--- config.mk ---
export PLATFORM = sky130hd
export DESIGN_NAME = ranging_median_motor_hysteresis_core
export DESIGN_NICKNAME = d
export VERILOG_FILES = /design/src/hdl/rmmh_pkg.sv /design/src/hdl/rmmh_regs.sv /design/src/hdl/rmmh_front.sv /design/src/hdl/rmmh_queue.sv /design/src/hdl/rmmh_back.sv /design/src/hdl/ranging_median_motor_hysteresis_core.sv
export SDC_FILE = /design/constraint.sdc
export NUM_CORES = 1
export LEC_CHECK = 0
export ABC_AREA = 1
export BUFFER_PORTS_ARGS = -buffer_cell sky130_fd_sc_hd__buf_2
export CAP_MARGIN = 30
export CORE_MARGIN = 2
export CORE_UTILIZATION = 51
export CTS_BUF_LIST = sky130_fd_sc_hd__clkbuf_8
export CTS_CLUSTER_SIZE = 14
export DETAILED_ROUTE_END_ITERATION = 7
export PLACE_DENSITY = 0.66
export SLEW_MARGIN = 30
export SYNTH_ARGS = -nofsm -noshare
export SYNTH_HDL_FRONTEND = slang
export SYNTH_SLANG_ARGS = --single-unit
--- constraint.sdc ---
create_clock -name clk_i -period 12.2 [get_ports clk_i]
set_clock_uncertainty 0.05 [all_clocks]
set_input_delay 0.61 -clock clk_i [delete_from_list [all_inputs] [get_ports clk_i]]
set_output_delay 0.61 -clock clk_i [all_outputs]
set_load 0.05 [all_outputs]
--- src/hdl/rmmh_pkg.sv ---
package rmmh_pkg;

  // Distances are unsigned hundredths of a centimeter
  localparam int unsigned DistW          = 16;
  localparam int unsigned SensorW        = 3;
  localparam int unsigned RingDepth      = 3;
  localparam int unsigned FootHundredths = 3048;
  localparam int unsigned MaxFeet        = 10;
  localparam int unsigned QueueDepth     = 2;
  localparam int unsigned ApbAddrW       = 5;
  localparam int unsigned ApbDataW       = 32;

  // Register index, taken from paddr[4:2]
  typedef enum logic [2:0] {
    REG_MIN_VALID    = 3'd0,
    REG_MAX_VALID    = 3'd1,
    REG_MOTOR_MAX    = 3'd2,
    REG_ON_STEP      = 3'd3,
    REG_OFF_STEP     = 3'd4,
    REG_AUDIO_SENSOR = 3'd5
  } reg_idx_e;

  // Result status codes
  typedef enum logic [2:0] {
    STATUS_OK      = 3'd0,
    STATUS_TIMEOUT = 3'd1,
    STATUS_INVALID = 3'd2,
    STATUS_WARMUP  = 3'd3,
    STATUS_BAD_IDX = 3'd4
  } status_e;

  // Input action codes
  localparam logic ACTION_READING = 1'b0;
  localparam logic ACTION_TIMEOUT = 1'b1;

  // Class of a queued beat, decided by the front end
  typedef enum logic [1:0] {
    KIND_BAD_IDX = 2'd0,
    KIND_TIMEOUT = 2'd1,
    KIND_INVALID = 2'd2,
    KIND_READING = 2'd3
  } kind_e;

  typedef struct packed {
    logic               action;
    logic [SensorW-1:0] sensor;
    logic [DistW-1:0]   distance;
  } in_t;

  typedef struct packed {
    logic [SensorW-1:0] sensor_out;
    logic [2:0]         status;
    logic [DistW-1:0]   filtered;
    logic               motor_update;
    logic               motor_level;
    logic               audio_request;
    logic [3:0]         audio_feet;
  } out_t;

  typedef struct packed {
    logic [DistW-1:0]   min_valid;
    logic [DistW-1:0]   max_valid;
    logic [DistW-1:0]   motor_max;
    logic [DistW-1:0]   on_step;
    logic [DistW-1:0]   off_step;
    logic [SensorW-1:0] audio_sensor;
  } cfg_t;

  typedef struct packed {
    kind_e              kind;
    logic [SensorW-1:0] sensor;
    logic [DistW-1:0]   distance;
  } entry_t;

  // Median of three
  function automatic logic [DistW-1:0] mid3(logic [DistW-1:0] a, logic [DistW-1:0] b,
                                            logic [DistW-1:0] c);
    logic [DistW-1:0] lo;
    logic [DistW-1:0] hi;
    logic [DistW-1:0] m;
    lo = (a > b) ? b : a;
    hi = (a > b) ? a : b;
    m  = (hi > c) ? c : hi;
    m  = (lo > m) ? lo : m;
    return m;
  endfunction

  // Whole feet, floor(d / 3048), counted by threshold compares; valid for 0..MaxFeet
  function automatic logic [3:0] feet_of(logic [DistW-1:0] d);
    logic [3:0] n;
    n = '0;
    for (int k = 1; k <= MaxFeet; k++) begin
      if (32'(d) >= k * FootHundredths) n = n + 4'd1;
    end
    return n;
  endfunction

  // Filtered distance lies within 1 to 10 whole feet
  function automatic logic feet_in_range(logic [DistW-1:0] d);
    return (32'(d) >= FootHundredths) && (32'(d) < (MaxFeet + 1) * FootHundredths);
  endfunction

endpackage

--- src/hdl/rmmh_regs.sv ---
module rmmh_regs (
  input  logic                          clk_i,
  input  logic                          rst_ni,
  input  logic                          psel,
  input  logic                          penable,
  input  logic                          pwrite,
  input  logic [rmmh_pkg::ApbAddrW-1:0] paddr,
  input  logic [rmmh_pkg::ApbDataW-1:0] pwdata,
  output logic [rmmh_pkg::ApbDataW-1:0] prdata,
  output logic                          pready,
  output rmmh_pkg::cfg_t                cfg_o
);

  rmmh_pkg::cfg_t     cfg_q, cfg_d;
  rmmh_pkg::reg_idx_e idx;
  logic               wr_en;

  assign idx    = rmmh_pkg::reg_idx_e'(paddr[4:2]);
  assign wr_en  = psel && penable && pwrite;
  assign pready = 1'b1;
  assign cfg_o  = cfg_q;

  // Register write decode
  always_comb begin
    cfg_d = cfg_q;
    if (wr_en) begin
      unique case (idx)
        rmmh_pkg::REG_MIN_VALID:    cfg_d.min_valid    = pwdata[15:0];
        rmmh_pkg::REG_MAX_VALID:    cfg_d.max_valid    = pwdata[15:0];
        rmmh_pkg::REG_MOTOR_MAX:    cfg_d.motor_max    = pwdata[15:0];
        rmmh_pkg::REG_ON_STEP:      cfg_d.on_step      = pwdata[15:0];
        rmmh_pkg::REG_OFF_STEP:     cfg_d.off_step     = pwdata[15:0];
        rmmh_pkg::REG_AUDIO_SENSOR: cfg_d.audio_sensor = pwdata[2:0];
        default: ;
      endcase
    end
  end

  always_ff @(posedge clk_i or negedge rst_ni) begin
    if (!rst_ni) begin
      cfg_q.min_valid    <= 16'd200;
      cfg_q.max_valid    <= 16'd40000;
      cfg_q.motor_max    <= 16'd30880;
      cfg_q.on_step      <= 16'd1000;
      cfg_q.off_step     <= 16'd300;
      cfg_q.audio_sensor <= 3'd0;
    end else begin
      cfg_q <= cfg_d;
    end
  end

  // Read mux
  always_comb begin
    prdata = '0;
    unique case (idx)
      rmmh_pkg::REG_MIN_VALID:    prdata = 32'(cfg_q.min_valid);
      rmmh_pkg::REG_MAX_VALID:    prdata = 32'(cfg_q.max_valid);
      rmmh_pkg::REG_MOTOR_MAX:    prdata = 32'(cfg_q.motor_max);
      rmmh_pkg::REG_ON_STEP:      prdata = 32'(cfg_q.on_step);
      rmmh_pkg::REG_OFF_STEP:     prdata = 32'(cfg_q.off_step);
      rmmh_pkg::REG_AUDIO_SENSOR: prdata = 32'(cfg_q.audio_sensor);
      default:                    prdata = '0;
    endcase
  end

endmodule

--- src/hdl/rmmh_front.sv ---
module rmmh_front #(
  parameter int unsigned SENSORS = 2
) (
  input  logic            in_valid_i,
  output logic            in_ready_o,
  input  rmmh_pkg::in_t   in_i,
  input  rmmh_pkg::cfg_t  cfg_i,
  input  logic            q_ready_i,
  output logic            q_push_o,
  output rmmh_pkg::entry_t q_entry_o
);

  logic bad_idx;
  logic out_window;

  assign in_ready_o = q_ready_i;
  assign q_push_o   = in_valid_i && q_ready_i;

  assign bad_idx    = 32'(in_i.sensor) >= SENSORS;
  // Crossed window rejects everything on its own
  assign out_window = (in_i.distance < cfg_i.min_valid) || (in_i.distance > cfg_i.max_valid);

  // Classify the beat
  always_comb begin
    q_entry_o.sensor   = in_i.sensor;
    q_entry_o.distance = in_i.distance;
    if (bad_idx) begin
      q_entry_o.kind = rmmh_pkg::KIND_BAD_IDX;
    end else if (in_i.action == rmmh_pkg::ACTION_TIMEOUT) begin
      q_entry_o.kind = rmmh_pkg::KIND_TIMEOUT;
    end else if (out_window) begin
      q_entry_o.kind = rmmh_pkg::KIND_INVALID;
    end else begin
      q_entry_o.kind = rmmh_pkg::KIND_READING;
    end
  end

endmodule

--- src/hdl/rmmh_queue.sv ---
module rmmh_queue (
  input  logic             clk_i,
  input  logic             rst_ni,
  input  logic             push_i,
  input  rmmh_pkg::entry_t entry_i,
  output logic             ready_o,
  output logic             valid_o,
  output rmmh_pkg::entry_t entry_o,
  input  logic             pop_i
);

  localparam int unsigned PtrW = (rmmh_pkg::QueueDepth > 1) ? $clog2(rmmh_pkg::QueueDepth) : 1;
  localparam int unsigned CntW = $clog2(rmmh_pkg::QueueDepth + 1);

  rmmh_pkg::entry_t slots_q [rmmh_pkg::QueueDepth];
  logic [PtrW-1:0]  wptr_q, wptr_d, rptr_q, rptr_d;
  logic [CntW-1:0]  cnt_q, cnt_d;

  assign ready_o = cnt_q != CntW'(rmmh_pkg::QueueDepth);
  assign valid_o = cnt_q != '0;
  assign entry_o = slots_q[rptr_q];

  // Pointer and fill count
  always_comb begin
    wptr_d = wptr_q;
    rptr_d = rptr_q;
    cnt_d  = cnt_q;
    if (push_i) begin
      wptr_d = (wptr_q == PtrW'(rmmh_pkg::QueueDepth - 1)) ? '0 : wptr_q + PtrW'(1);
    end
    if (pop_i) begin
      rptr_d = (rptr_q == PtrW'(rmmh_pkg::QueueDepth - 1)) ? '0 : rptr_q + PtrW'(1);
    end
    if (push_i && !pop_i) cnt_d = cnt_q + CntW'(1);
    else if (pop_i && !push_i) cnt_d = cnt_q - CntW'(1);
  end

  always_ff @(posedge clk_i or negedge rst_ni) begin
    if (!rst_ni) begin
      wptr_q <= '0;
      rptr_q <= '0;
      cnt_q  <= '0;
    end else begin
      wptr_q <= wptr_d;
      rptr_q <= rptr_d;
      cnt_q  <= cnt_d;
    end
  end

  // Entry storage
  always_ff @(posedge clk_i) begin
    if (push_i) slots_q[wptr_q] <= entry_i;
  end

  assert property (@(posedge clk_i) disable iff (!rst_ni)
    cnt_q <= CntW'(rmmh_pkg::QueueDepth))
    else $error("queue count overflow");

  assert property (@(posedge clk_i) disable iff (!rst_ni)
    pop_i |-> cnt_q != '0)
    else $error("pop from empty queue");

  assert property (@(posedge clk_i) disable iff (!rst_ni)
    push_i && !pop_i |=> cnt_q == $past(cnt_q) + CntW'(1))
    else $error("queue count missed a push");

endmodule

--- src/hdl/rmmh_back.sv ---
module rmmh_back #(
  parameter int unsigned SENSORS = 2
) (
  input  logic             clk_i,
  input  logic             rst_ni,
  input  rmmh_pkg::cfg_t   cfg_i,
  input  logic             q_valid_i,
  input  rmmh_pkg::entry_t q_entry_i,
  output logic             q_pop_o,
  output logic             out_valid_o,
  input  logic             out_ready_i,
  output rmmh_pkg::out_t   out_o
);

  localparam int unsigned SidxW = (SENSORS > 1) ? $clog2(SENSORS) : 1;
  localparam int unsigned DW    = rmmh_pkg::DistW;

  // Per-sensor state
  logic [DW-1:0] ring_q [SENSORS][rmmh_pkg::RingDepth];
  logic [1:0]    slot_q  [SENSORS];
  logic [1:0]    cnt_q   [SENSORS];
  logic [DW-1:0] filt_q  [SENSORS];
  logic          ready_q [SENSORS];
  logic          motor_q [SENSORS];

  rmmh_pkg::out_t out_q, out_d;
  logic           out_valid_q, out_valid_d;

  logic [SidxW-1:0]    sidx;
  logic [1:0]          slot, slot_next, cnt_next;
  logic [DW-1:0]       smp0, smp1, smp2, median;
  logic signed [DW+1:0] approach;
  logic                motor_next, wr_state, is_timeout, is_reading, full;

  assign sidx       = q_entry_i.sensor[SidxW-1:0];
  assign q_pop_o    = q_valid_i && (!out_valid_q || out_ready_i);
  assign is_timeout = q_entry_i.kind == rmmh_pkg::KIND_TIMEOUT;
  assign is_reading = q_entry_i.kind == rmmh_pkg::KIND_READING;
  assign wr_state   = q_pop_o && (is_timeout || is_reading);

  // Ring slot and fill count after this reading
  always_comb begin
    slot      = (slot_q[sidx] == 2'd3) ? 2'd0 : slot_q[sidx];
    slot_next = (slot == 2'(rmmh_pkg::RingDepth - 1)) ? 2'd0 : slot + 2'd1;
    cnt_next  = (cnt_q[sidx] < 2'(rmmh_pkg::RingDepth)) ? cnt_q[sidx] + 2'd1 : cnt_q[sidx];
    full      = cnt_next == 2'(rmmh_pkg::RingDepth);
  end

  // Ring contents with the new reading in place, then the median
  always_comb begin
    smp0   = (slot == 2'd0) ? q_entry_i.distance : ring_q[sidx][0];
    smp1   = (slot == 2'd1) ? q_entry_i.distance : ring_q[sidx][1];
    smp2   = (slot == 2'd2) ? q_entry_i.distance : ring_q[sidx][2];
    median = rmmh_pkg::mid3(smp0, smp1, smp2);
  end

  // Motor hysteresis on approach = previous - new
  always_comb begin
    approach   = $signed({2'b00, filt_q[sidx]}) - $signed({2'b00, median});
    motor_next = motor_q[sidx];
    if (median > cfg_i.motor_max) begin
      motor_next = 1'b0;
    end else if (!motor_q[sidx] && approach >= $signed({2'b00, cfg_i.on_step})) begin
      motor_next = 1'b1;
    end else if (motor_q[sidx] && approach <= $signed({2'b00, cfg_i.off_step})) begin
      motor_next = 1'b0;
    end
  end

  // Result beat
  always_comb begin
    out_d            = '0;
    out_d.sensor_out = q_entry_i.sensor;
    case (q_entry_i.kind)
      rmmh_pkg::KIND_BAD_IDX: begin
        out_d.status = rmmh_pkg::STATUS_BAD_IDX;
      end
      rmmh_pkg::KIND_TIMEOUT: begin
        out_d.status       = rmmh_pkg::STATUS_TIMEOUT;
        out_d.filtered     = filt_q[sidx];
        out_d.motor_update = 1'b1;
        out_d.motor_level  = 1'b0;
      end
      rmmh_pkg::KIND_INVALID: begin
        out_d.status      = rmmh_pkg::STATUS_INVALID;
        out_d.filtered    = filt_q[sidx];
        out_d.motor_level = motor_q[sidx];
      end
      default: begin
        if (!full) begin
          out_d.status      = rmmh_pkg::STATUS_WARMUP;
          out_d.filtered    = filt_q[sidx];
          out_d.motor_level = motor_q[sidx];
        end else begin
          out_d.status       = rmmh_pkg::STATUS_OK;
          out_d.filtered     = median;
          out_d.motor_update = ready_q[sidx];
          out_d.motor_level  = ready_q[sidx] ? motor_next : motor_q[sidx];
          if (q_entry_i.sensor == cfg_i.audio_sensor && rmmh_pkg::feet_in_range(median)) begin
            out_d.audio_request = 1'b1;
            out_d.audio_feet    = rmmh_pkg::feet_of(median);
          end
        end
      end
    endcase
  end

  // Output register
  always_comb begin
    out_valid_d = out_valid_q;
    if (q_pop_o) out_valid_d = 1'b1;
    else if (out_ready_i) out_valid_d = 1'b0;
  end

  always_ff @(posedge clk_i or negedge rst_ni) begin
    if (!rst_ni) begin
      out_valid_q <= 1'b0;
    end else begin
      out_valid_q <= out_valid_d;
    end
  end

  always_ff @(posedge clk_i) begin
    if (q_pop_o) out_q <= out_d;
  end

  assign out_valid_o = out_valid_q;
  assign out_o       = out_q;

  // Control state per sensor
  always_ff @(posedge clk_i or negedge rst_ni) begin
    if (!rst_ni) begin
      for (int i = 0; i < SENSORS; i++) begin
        slot_q[i]  <= '0;
        cnt_q[i]   <= '0;
        filt_q[i]  <= '0;
        ready_q[i] <= 1'b0;
        motor_q[i] <= 1'b0;
      end
    end else if (wr_state) begin
      if (is_timeout) begin
        slot_q[sidx]  <= '0;
        cnt_q[sidx]   <= '0;
        ready_q[sidx] <= 1'b0;
        motor_q[sidx] <= 1'b0;
      end else begin
        slot_q[sidx]  <= slot_next;
        cnt_q[sidx]   <= cnt_next;
        ready_q[sidx] <= full;
        if (full) begin
          filt_q[sidx] <= median;
          if (ready_q[sidx]) motor_q[sidx] <= motor_next;
        end
      end
    end
  end

  // Ring samples, no reset
  always_ff @(posedge clk_i) begin
    if (q_pop_o && is_reading) ring_q[sidx][slot] <= q_entry_i.distance;
  end

  assert property (@(posedge clk_i) disable iff (!rst_ni)
    out_valid_o && out_o.motor_update |->
      out_o.status == rmmh_pkg::STATUS_OK || out_o.status == rmmh_pkg::STATUS_TIMEOUT)
    else $error("motor write on a beat that cannot drive it");

  assert property (@(posedge clk_i) disable iff (!rst_ni)
    out_valid_o && out_o.audio_request |->
      out_o.status == rmmh_pkg::STATUS_OK && out_o.audio_feet >= 4'd1 &&
      out_o.audio_feet <= 4'(rmmh_pkg::MaxFeet))
    else $error("audio request out of range");

  assert property (@(posedge clk_i) disable iff (!rst_ni)
    out_valid_o && out_o.status == rmmh_pkg::STATUS_BAD_IDX |->
      out_o.filtered == '0 && !out_o.motor_level && !out_o.motor_update)
    else $error("bad index beat carries data");

endmodule

--- src/hdl/ranging_median_motor_hysteresis_core.sv ---
// Ranging filter with motor hysteresis and audio distance requests.
//
// Input channel (in_valid_i / in_ready_o / in_i): one ultrasonic event per
// beat, either a distance reading or an echo timeout for one sensor.
// Output channel (out_valid_o / out_ready_i / out_o): exactly one result beat
// per event, in event order. Config: APB registers at byte addresses 0x00..0x14,
// which are to be written only while idle; the block itself does not enforce it.
//
// Path: an accepted event is written into the classification queue, then
// moves into the output register, where its result is visible, once the
// output register is free.
// Throughput: one event per cycle while out_ready_i stays high; the per-sensor
// state update, the median of three and the feet conversion are combinational.
//
// Reset clears filters, motors, queue and output. When the receiver stalls,
// the output register holds its beat, the two-entry queue absorbs further
// events, and in_ready_o drops once the queue is full.
module ranging_median_motor_hysteresis_core #(
  parameter int unsigned SENSORS = 2
) (
  input  logic                          clk_i,
  input  logic                          rst_ni,
  input  logic                          in_valid_i,
  output logic                          in_ready_o,
  input  rmmh_pkg::in_t                 in_i,
  output logic                          out_valid_o,
  input  logic                          out_ready_i,
  output rmmh_pkg::out_t                out_o,
  input  logic                          psel,
  input  logic                          penable,
  input  logic                          pwrite,
  input  logic [rmmh_pkg::ApbAddrW-1:0] paddr,
  input  logic [rmmh_pkg::ApbDataW-1:0] pwdata,
  output logic [rmmh_pkg::ApbDataW-1:0] prdata,
  output logic                          pready
);

  rmmh_pkg::cfg_t   cfg;
  logic             q_ready, q_push, q_valid, q_pop;
  rmmh_pkg::entry_t q_in, q_out;

  rmmh_regs u_regs (
    .clk_i   (clk_i),
    .rst_ni  (rst_ni),
    .psel    (psel),
    .penable (penable),
    .pwrite  (pwrite),
    .paddr   (paddr),
    .pwdata  (pwdata),
    .prdata  (prdata),
    .pready  (pready),
    .cfg_o   (cfg)
  );

  rmmh_front #(.SENSORS(SENSORS)) u_front (
    .in_valid_i (in_valid_i),
    .in_ready_o (in_ready_o),
    .in_i       (in_i),
    .cfg_i      (cfg),
    .q_ready_i  (q_ready),
    .q_push_o   (q_push),
    .q_entry_o  (q_in)
  );

  rmmh_queue u_queue (
    .clk_i   (clk_i),
    .rst_ni  (rst_ni),
    .push_i  (q_push),
    .entry_i (q_in),
    .ready_o (q_ready),
    .valid_o (q_valid),
    .entry_o (q_out),
    .pop_i   (q_pop)
  );

  rmmh_back #(.SENSORS(SENSORS)) u_back (
    .clk_i       (clk_i),
    .rst_ni      (rst_ni),
    .cfg_i       (cfg),
    .q_valid_i   (q_valid),
    .q_entry_i   (q_out),
    .q_pop_o     (q_pop),
    .out_valid_o (out_valid_o),
    .out_ready_i (out_ready_i),
    .out_o       (out_o)
  );

endmodule

# == Yosys cells after proc, flatten, opt, wreduce, memory -nomap -nowiden ==
# Memory sizes are Yosys's and may differ from the RTL's.
# Cells that the tools add are included.
# totals
register_bits,161
latch_bits,0
ram_bits,138
romBits,0
inputBits,64
out_inout_bits,64
wordCells,245
memories,2
# memory_table
memory,words,width,rd,rd_clocked_by_memory_dff,write_ports,line_no,rtl
u_back.ring_q,2,48,1,0,1,rmmh_back.sv:19,logic [DW-1:0] ring_q [SENSORS][rmmh_pkg::RingDepth];
u_queue.slots_q,2,21,1,0,1,rmmh_queue.sv:15,rmmh_pkg::entry_t slots_q [rmmh_pkg::QueueDepth];
# classes
addsub,16
n_mul,0
div_mod_pow,0
magnitude_cmp,25
n_eq_ne,14
shift,0
mux,107
bitwise,11
reduce_logical,43
# op_table
operator,n
two-way mux 16 bit,12
two-way mux 4 bit,38
case mux 16 bit (6 select lines),1
greater-or-equal comparator 16 x 15 -> 1 bit (second input constant),5
> comparator 16 bit,5
greater-or-equal comparator 16 x 14 -> 1 bit (second input constant),3
two-way mux 48 bit,1
adder 4 x 1 -> 4 bit (second input constant),9
two-way mux 2 bit,18
bitwise mux 32 bit,1
demux 16 bit (select 2 bit),1
case mux 16 bit (2 select lines),1
two-way mux 1 bit,22
greater-or-equal comparator 18 x 17 -> 1 bit,1
less-or-equal comparator 18 x 17 -> 1 bit,1
two-way mux 18 bit,1
subtractor 16 x 16 -> 17 bit,1
demux 16 bit (select 1 bit),1
greater-or-equal comparator 16 x 12 -> 1 bit (second input constant),1
greater-or-equal comparator 16 x 13 -> 1 bit (second input constant),1
less-than comparator 16 bit,1
less-than comparator 16 bit (second input constant),1
logical AND 1 bit,14
AND reduction 2 bit,6
other kinds (40),70

# == Longest topological paths before layout ==
# Gate-level depths: netlist (run 1).
# An unclocked memory read counts as a cell.
# depth
ltp_word,64
ltp_mapped,98

# == Hierarchy ==
# A second synthesis (run 1) with hierarchy kept.
# unflattened
hier_cells,2355
hier_area_um2,19517.5
# modules_own_cells
mod,n_inst,cells_each,area_each_um2,seq_area_each_um2
rmmh_back,1,1559,12484.5,4879.7
rmmh_regs,1,543,4280.4,2107.0
rmmh_queue,1,90,1726.7,1361.3
rmmh_front,1,163,1026.0,0.0

# == Least setup slack after synthesis (run 1) ==
# No wires, ideal clock.
# synth_path
kind,register -> register
start,register u_queue.rptr_q
end,register u_back.out_q (netlist bit u_back.out_o[1]) (data pin)
setup_ns,0.264
arrival_ns,10.778
required_ns,11.886
setup_slack_ns,1.108
stages_incl_launch_ff,85
synth_period_minus_slack_ns,11.092
cell_sequence,dfrtp_1 > buf_6 > inv_6 > nand2_4 > nand2_4 > buf_2 > buf_1 > clkbuf_1 > clkbuf_1 > clkbuf_1 > nand2_1 > o21ai_0 > inv_1 > ha_1 > inv_1 > clkbuf_1 > o21ai_0 > o21ai_0 > [49 not listed] > nand2_1 > nand2_1 > nand3_1 > nand2_1 > ha_1 > or2_1 > nand3_1 > nand2_1 > inv_1 > nand2_1 > nand3_2 > nand2_2 > ha_1 > nand2_1 > nand2_2 > ha_1 > nor2_1 > a211oi_1
# synth_rtl
item,line_no,rtl
"start, declared",rmmh_queue.sv:16,"logic [PtrW-1:0] wptr_q, wptr_d, rptr_q, rptr_d;"
"start signal, assigned",rmmh_queue.sv:45,rptr_q <= rptr_d;
"end signal, assigned",rmmh_back.sv:124,if (q_pop_o) out_q <= out_d;
"end, declared",rmmh_back.sv:26,"rmmh_pkg::out_t out_q, out_d;"

==> results of run 1 <==
layer usage:
metal	vias up	wire length (um)	part of all wire (%)
met3	80	3140	6.2
met4	0	1750	3.4
met2	538	23600	46
met5	-	0	0
met1	7282	22300	44
li1	7587	-	-
kinds of logic (layout without fill, tap and decap cells):
| kind of cell | count (synthesis) | after routing | synth area share, % |
|---|---|---|---|
| AND/OR/NAND/NOR | 906 | 906 | 21.9 |
| AO/OA/AOI/OAI | 453 | 453 | 13.8 |
| buffers and inverters | 359 | 489 | 7.94 |
| flip-flops | 299 | 299 | 45.0 |
| adder cells (fa/ha/maj) | 152 | 152 | 10.3 |
| XOR/XNOR | 17 | 17 | 0.803 |
| multiplexers | 3 | 3 | 0.162 |
| other | 2 | 17 | 0.0405 |
how the worst min path moves through the flow:
stage	from	endpoint
global route	in_i[16]	u_queue.slots_q[1][16]
CTS	in_i[16]	u_queue.slots_q[0][16]
finish	in_i[16]	u_queue.slots_q[0][16]
global placement	u_back.filt_q[12]	u_back.filt_q[12]
detailed placement	u_queue.cnt_q[0]	u_queue.cnt_q[0]
floorplan	rst_ni	u_back.cnt_q[0]
through the flow:
stage	util, %	hold WS [ns]	setup slack (ns)
floorplan	-	0.264	1.11
global placement	54.4	0.410	0.486
detailed placement	54.4	0.417	0.292
CTS	57.5	0.0444	0.191
global route	57.8	0.0839	0.00883
finish	57.8	0.0975	0.900
synth_stat cells, types with 4 or more instances:
cell type,instances
a211oi_1,7
a21oi_1,77
a221oi_1,4
a31oi_1,12
and2_1,9
buf_1,4
buf_2,13
buf_4,17
buf_6,4
clkbuf_1,48
dfrtp_1,108
dfstp_2,24
edfxtp_1,167
ha_1,151
inv_1,251
inv_2,16
nand2_1,556
nand2_2,30
nand2_4,16
nand3_1,100
nand3_2,9
nand3b_1,7
nand4_1,20
nor2_1,108
nor2_2,5
nor2_4,4
nor3_1,18
o211ai_1,7
o21a_1,5
o21ai_0,253
o21ai_1,7
o221ai_1,18
o22ai_1,36
or2_2,9
xnor2_1,4
xor2_1,13
layout make-up:
type	count	area, um^2
Sequential cell	299	8350
Fill cell	3207	15100
Multi-Input combinational cell	1548	8870
Clock buffer	65	895
Inverter	273	1040
Timing Repair Buffer	119	692
Tap cell	461	577
Clock inverter	32	179
timing repair:
item | CTS | global route
endpoints found under the setup margin | 0 | 6
endpoints found under the hold margin | 10 | 0
gates resized for setup | 0 | 25
buffers inserted | 0 | 4
hold buffers | 1 | 0
flip-flops by register name, summed over array words and instances (netlist names):
register            cells
u_queue.slots_q        42
u_back.cnt_q            4
u_back.slot_q           4
u_back.ready_q          2
u_regs.cfg_o           83
u_queue.wptr_q          1
u_back.out_valid_o      1
u_back.ring_q          96
u_back.motor_q          2
u_queue.rptr_q          1
u_back.out_o           29
u_back.filt_q          32
u_queue.cnt_q           2
critical path, delay by kind of cell, from the launching register on:
family	cells	cell delay, ns
buffers and inverters	14	1.57
AND/OR/NAND/NOR	29	2.88
adder cells (fa/ha/maj)	6	1.79
AO/OA/AOI/OAI	18	3.90
XOR/XNOR	1	0.26
flip-flops	1	0.49
==> results.json, run 1 <==
{
  "post_route_setup_tns_ns": 0,
  "critPathMaxStageDelay_ns": 0.49,
  "final-hold-violation-count": 0,
  "firstDrtPassIters": 6,
  "most_used_cells_in_the_layout_excluding_fill_and_tap_cells": "551 x nand2_1, 267 x inv_1, 237 x o21ai_0",
  "status": "finished, final reports clean",
  "floorplan.die_area_um2": 37900,
  "grt_antenna_before_repair": 0,
  "met1_usage_pct": 36.4,
  "r2r_setup_slk_ns": 0.90,
  "highest_clock_rate_mhz": 88.5,
  "synth_cells": 2191,
  "period_share_pct": 92.6,
  "max-clock-path-buffers": 3,
  "first_global_vias": 14400,
  "synth_seq_area_share_pct": 45.0,
  "post_synth.cell_area_avg_um2": 8.46,
  "detail_route.vias_per_cell": 5.54,
  "synthFlopType": "edfxtp_1",
  "hold-path-cell-count": 1,
  "cts_inserted_buffers": 52,
  "groute.usage.overall_pct": 26.8,
  "arrival_ns": 11.60,
  "vias": 15500,
  "placed_area_um2": 19400,
  "insertion_delay_ns": 0.65,
  "async_reset_ff_share_pct": 44.1,
  "min_period_ns": 11.30,
  "synth_warnings": 0,
  "antenna_cells_inserted": 0,
  "detail_route.wl_per_cell_um": 18.2,
  "synth_top_cell_by_area": "edfxtp_1",
  "r2r-start": "u_queue.rptr_q",
  "die_y_um": 195,
  "chipWidth_um": 195,
  "drc": 0,
  "required_ns": 12.50,
  "end_kind": "flop",
  "globalRouteMet2Util_pct": 43.4,
  "final_common_cell": "nand2_1",
  "critPathMaxFanout": 21,
  "layout.nets": 2509,
  "layout-area-overhead-vs-synth_pct": 11.1,
  "synth.top_cell.area_share_pct": 27.1,
  "worstHoldPathType": "input port to flop",
  "grt_max_degree": 88,
  "synth-edff-count": 167,
  "synth_area_leaders": "edfxtp_1 27%, dfrtp_1 15%, nand2_1 11%",
  "synth_seq_cells": 299,
  "reported_max_cap_violation_count": 0,
  "synth_cell_type_count": 69,
  "type_of_element_launching_the_critical_path": "flop",
  "post_layout_nonfiller_instances": 2797,
  "worst-setup-path-type": "flop to flop",
  "rsz0062_at_grt": "no",
  "finalSetupViolations": 0,
  "drt-initial-drc-count": 1298,
  "busiest_layer": "met2",
  "critical_path.most_common_cell": "nand2_1",
  "max-slew-margin-rel_pct": 31.0,
  "clkSinkCount": 299,
  "dp_hpwl_um": 37200,
  "timing.final.max_slew_violations": 0,
  "floorplan.core_area_um2": 35700,
  "antenna_left": 0,
  "critical_path.startpoint": "u_queue.rptr_q",
  "io_pins": 128,
  "finalInstanceArea_um2": 20600,
  "sum_of_overflow_across_all_layers_after_global_routing": 0,
  "numPlacedInstances": 2694,
  "detail_route.wirelength_um": 50800,
  "place_congestion": 0.909,
  "ctsHtreeMaxLevel": 2,
  "slowest_stage": "dfrtp_1",
  "initial_cell_density_of_the_core_pct": 52.0,
  "endpoint": "u_back.out_o[5]",
  "reg2reg_to": "u_back.out_o[5]",
  "worst-r2r-cell-count": 68,
  "tritoncts": "yes",
  "grt_pass1_wl_um": 78800,
  "port-buffer-count": 92,
  "ctsRootBufferMaster": "clkbuf_8",
  "final_layout_size_suffix_gt1_share_pct": 14.5,
  "clk_pin_slew_ns": 0.06,
  "placement_rows": 69,
  "worst_max_slew_pin_slew_ns": 1.03,
  "use_met3_pct": 3.35,
  "mappedNetlistArea_um2": 18500
}
Power of run 1 is not shown: default switching activity piles up to over one toggle a cycle in this logic, so the estimate is an artifact.
==> run 2, diff against run 1 <==
Settings changed: GPL_TIMING_DRIVEN set to 0.
==> run 2 against run 1 <==
Against the previous run:
- cell area increased by 2.2%
- via count increased by 2.1%
- sequential share of layout area decreased by 0.85 points
- count of clock-buffer cells in the layout increased by 1
- critical path depth decreased by 2
- non-clock buffer count increased by 67
- cell count increased by 2.5%
- global-route usage increased by 2.0 points
- sequential cell count unchanged
- register-to-register slack got worse by 0.09 ns
- first-iteration DRC count decreased by 8.7%
- core utilization increased by 1.2 points
- largest cell class unchanged
==> results.json, run 2 (synthesis results as in run 1) <==
{
  "final_layout_size_suffix_gt1_share_pct": 16.0,
  "hold-path-cell-count": 1,
  "io_pins": 128,
  "grt_pass1_wl_um": 84200,
  "reported_max_cap_violation_count": 0,
  "max-slew-margin-rel_pct": 34.7,
  "worst_max_slew_pin_slew_ns": 0.970,
  "grt_antenna_before_repair": 0,
  "port-buffer-count": 92,
  "worst-r2r-cell-count": 66,
  "arrival_ns": 11.69,
  "min_period_ns": 11.39,
  "reg2reg_to": "u_back.out_o[5]",
  "end_kind": "flop",
  "drc": 0,
  "critical_path.most_common_cell": "nand2_1",
  "place_congestion": 0.897,
  "placement_rows": 69,
  "largest_register_ffs": 96,
  "post_route_setup_tns_ns": 0,
  "max-clock-path-buffers": 3,
  "critPathMaxStageDelay_ns": 0.58,
  "critPathMaxFanout": 22,
  "insertion_delay_ns": 0.65,
  "dp_hpwl_um": 41900,
  "regMostFlops": "u_back.ring_q",
  "first_global_vias": 15100,
  "clk_pin_slew_ns": 0.06,
  "highest_clock_rate_mhz": 87.8,
  "antenna_left": 0,
  "detail_route.wirelength_um": 54200,
  "period_share_pct": 93.4,
  "worstHoldPathType": "input port to flop",
  "vias": 15800,
  "ctsRootBufferMaster": "clkbuf_8",
  "detail_route.vias_per_cell": 5.52,
  "critical_path.n_buffers_inverters": 13,
  "detail_route.wl_per_cell_um": 18.9,
  "antenna_cells_inserted": 0,
  "groute.usage.overall_pct": 28.8,
  "most_used_cells_in_the_layout_excluding_fill_and_tap_cells": "553 x nand2_1, 271 x inv_1, 227 x o21ai_0",
  "r2r_setup_slk_ns": 0.81,
  "chipWidth_um": 195,
  "worstHoldStart": "in_i[16]",
  "sum_of_overflow_across_all_layers_after_global_routing": 0,
  "clkSinkCount": 299,
  "finalSetupViolations": 0,
  "status": "finished, final reports clean",
  "slowest_stage": "o21ai_0",
  "grt_max_degree": 84,
  "die_y_um": 195,
  "ctsHtreeMaxLevel": 2,
  "layout-area-overhead-vs-synth_pct": 13.5,
  "r2r-start": "u_queue.rptr_q",
  "timing.final.max_slew_violations": 0,
  "initial_cell_density_of_the_core_pct": 52.0,
  "worst-setup-path-type": "flop to flop",
  "worstHoldEndpoint": "u_queue.slots_q[0][16]",
  "layout.nets": 2577,
  "type_of_element_launching_the_critical_path": "flop",
  "cts_inserted_buffers": 52,
  "critical_path.top_delay_family": "compound AO/OA/AOI/OAI gates",
  "tritoncts": "yes",
  "required_ns": 12.50,
  "floorplan.core_area_um2": 35700,
  "rsz0062_at_grt": "no",
  "final_common_cell": "nand2_1",
  "drt-initial-drc-count": 1185,
  "firstDrtPassIters": 5,
  "floorplan.die_area_um2": 37900,
  "final-hold-violation-count": 0
}
run 2: cell count changes in the layout (fill, tap and decap cells not counted), moves of 4 or more:
cell,before,now
nor2_2,5,12
clkbuf_4,0,4
nor2_1,104,99
o21ai_0,237,227
buf_2,91,101
buf_6,1,12
clkbuf_1,0,36
nand2_2,35,31
clkinv_1,6,2
clkbuf_2,0,7
inv_1,267,271
o21ai_1,21,28
run 2: worst max path at each step:
| stage | from | end | slack, ns | depth (start not counted) |
|---|---|---|---|---|
| after global placement | u_queue.rptr_q | u_back.out_o[5] | -1.94 | 74 |
| after floorplan | u_queue.rptr_q | u_back.out_o[1] | 1.11 | 84 |
| after detailed placement | u_queue.rptr_q | u_back.out_o[5] | -2.16 | 73 |
| final | u_queue.rptr_q | u_back.out_o[5] | 0.81 | 66 |
| after global routing | u_queue.rptr_q | u_back.out_o[5] | 0.0002 | 79 |
| after CTS | u_queue.rptr_q | u_back.out_o[5] | 0.09 | 70 |
run 2: cell type report:
cell class	instances	area, um^2
multi-input cells	1549	8940
well taps	461	577
clock buffers	66	908
clock inverters	32	150
inverters	273	1040
fillers	3239	14600
plain buffers	81	449
flip-flops and latches	299	8350
repair buffers	105	633
run 2: layer usage:
metal | wire length, um | up-vias | track usage (%) | part of all wire, %
li1 | - | 7741 | - | -
met1 | 23700 | 7431 | 38.9 | 44
met2 | 25400 | 548 | 47.6 | 47
met3 | 3160 | 94 | 3.78 | 5.8
met4 | 1900 | 0 | 10.5 | 3.5
met5 | 0 | - | 0 | 0
run 2: repair_timing:
action,in CTS,in global routing
gates cloned,0,1
pin swaps,0,2
endpoints found under the setup margin,7,6
buffers inserted,0,4
hold buffers,1,0
resized for setup,13,68
endpoints found under the hold margin,40,0
run 2: per-stage QoR:
| stage | cell area [um^2] | util (%) | std cells | worst slack, ns | hold slack (ns) |
|---|---|---|---|---|---|
| 6_report | 21000 | 59.0 | 2866 | 0.805 | 0.0947 |
| 5_1_grt | 21000 | 59.0 | 2866 | 0.000223 | 0.0793 |
| 4_1_cts | 20900 | 58.6 | 2861 | 0.0950 | 0.0573 |
| 3_5_place_dp | 19800 | 55.6 | 2767 | -2.16 | 0.414 |
| 3_3_place_gp | 19600 | 55.1 | 2759 | -1.94 | 0.411 |
| 2_1_floorplan | 18600 | - | 2206 | 1.11 | 0.264 |
Power of run 2 is left out for the same reason.
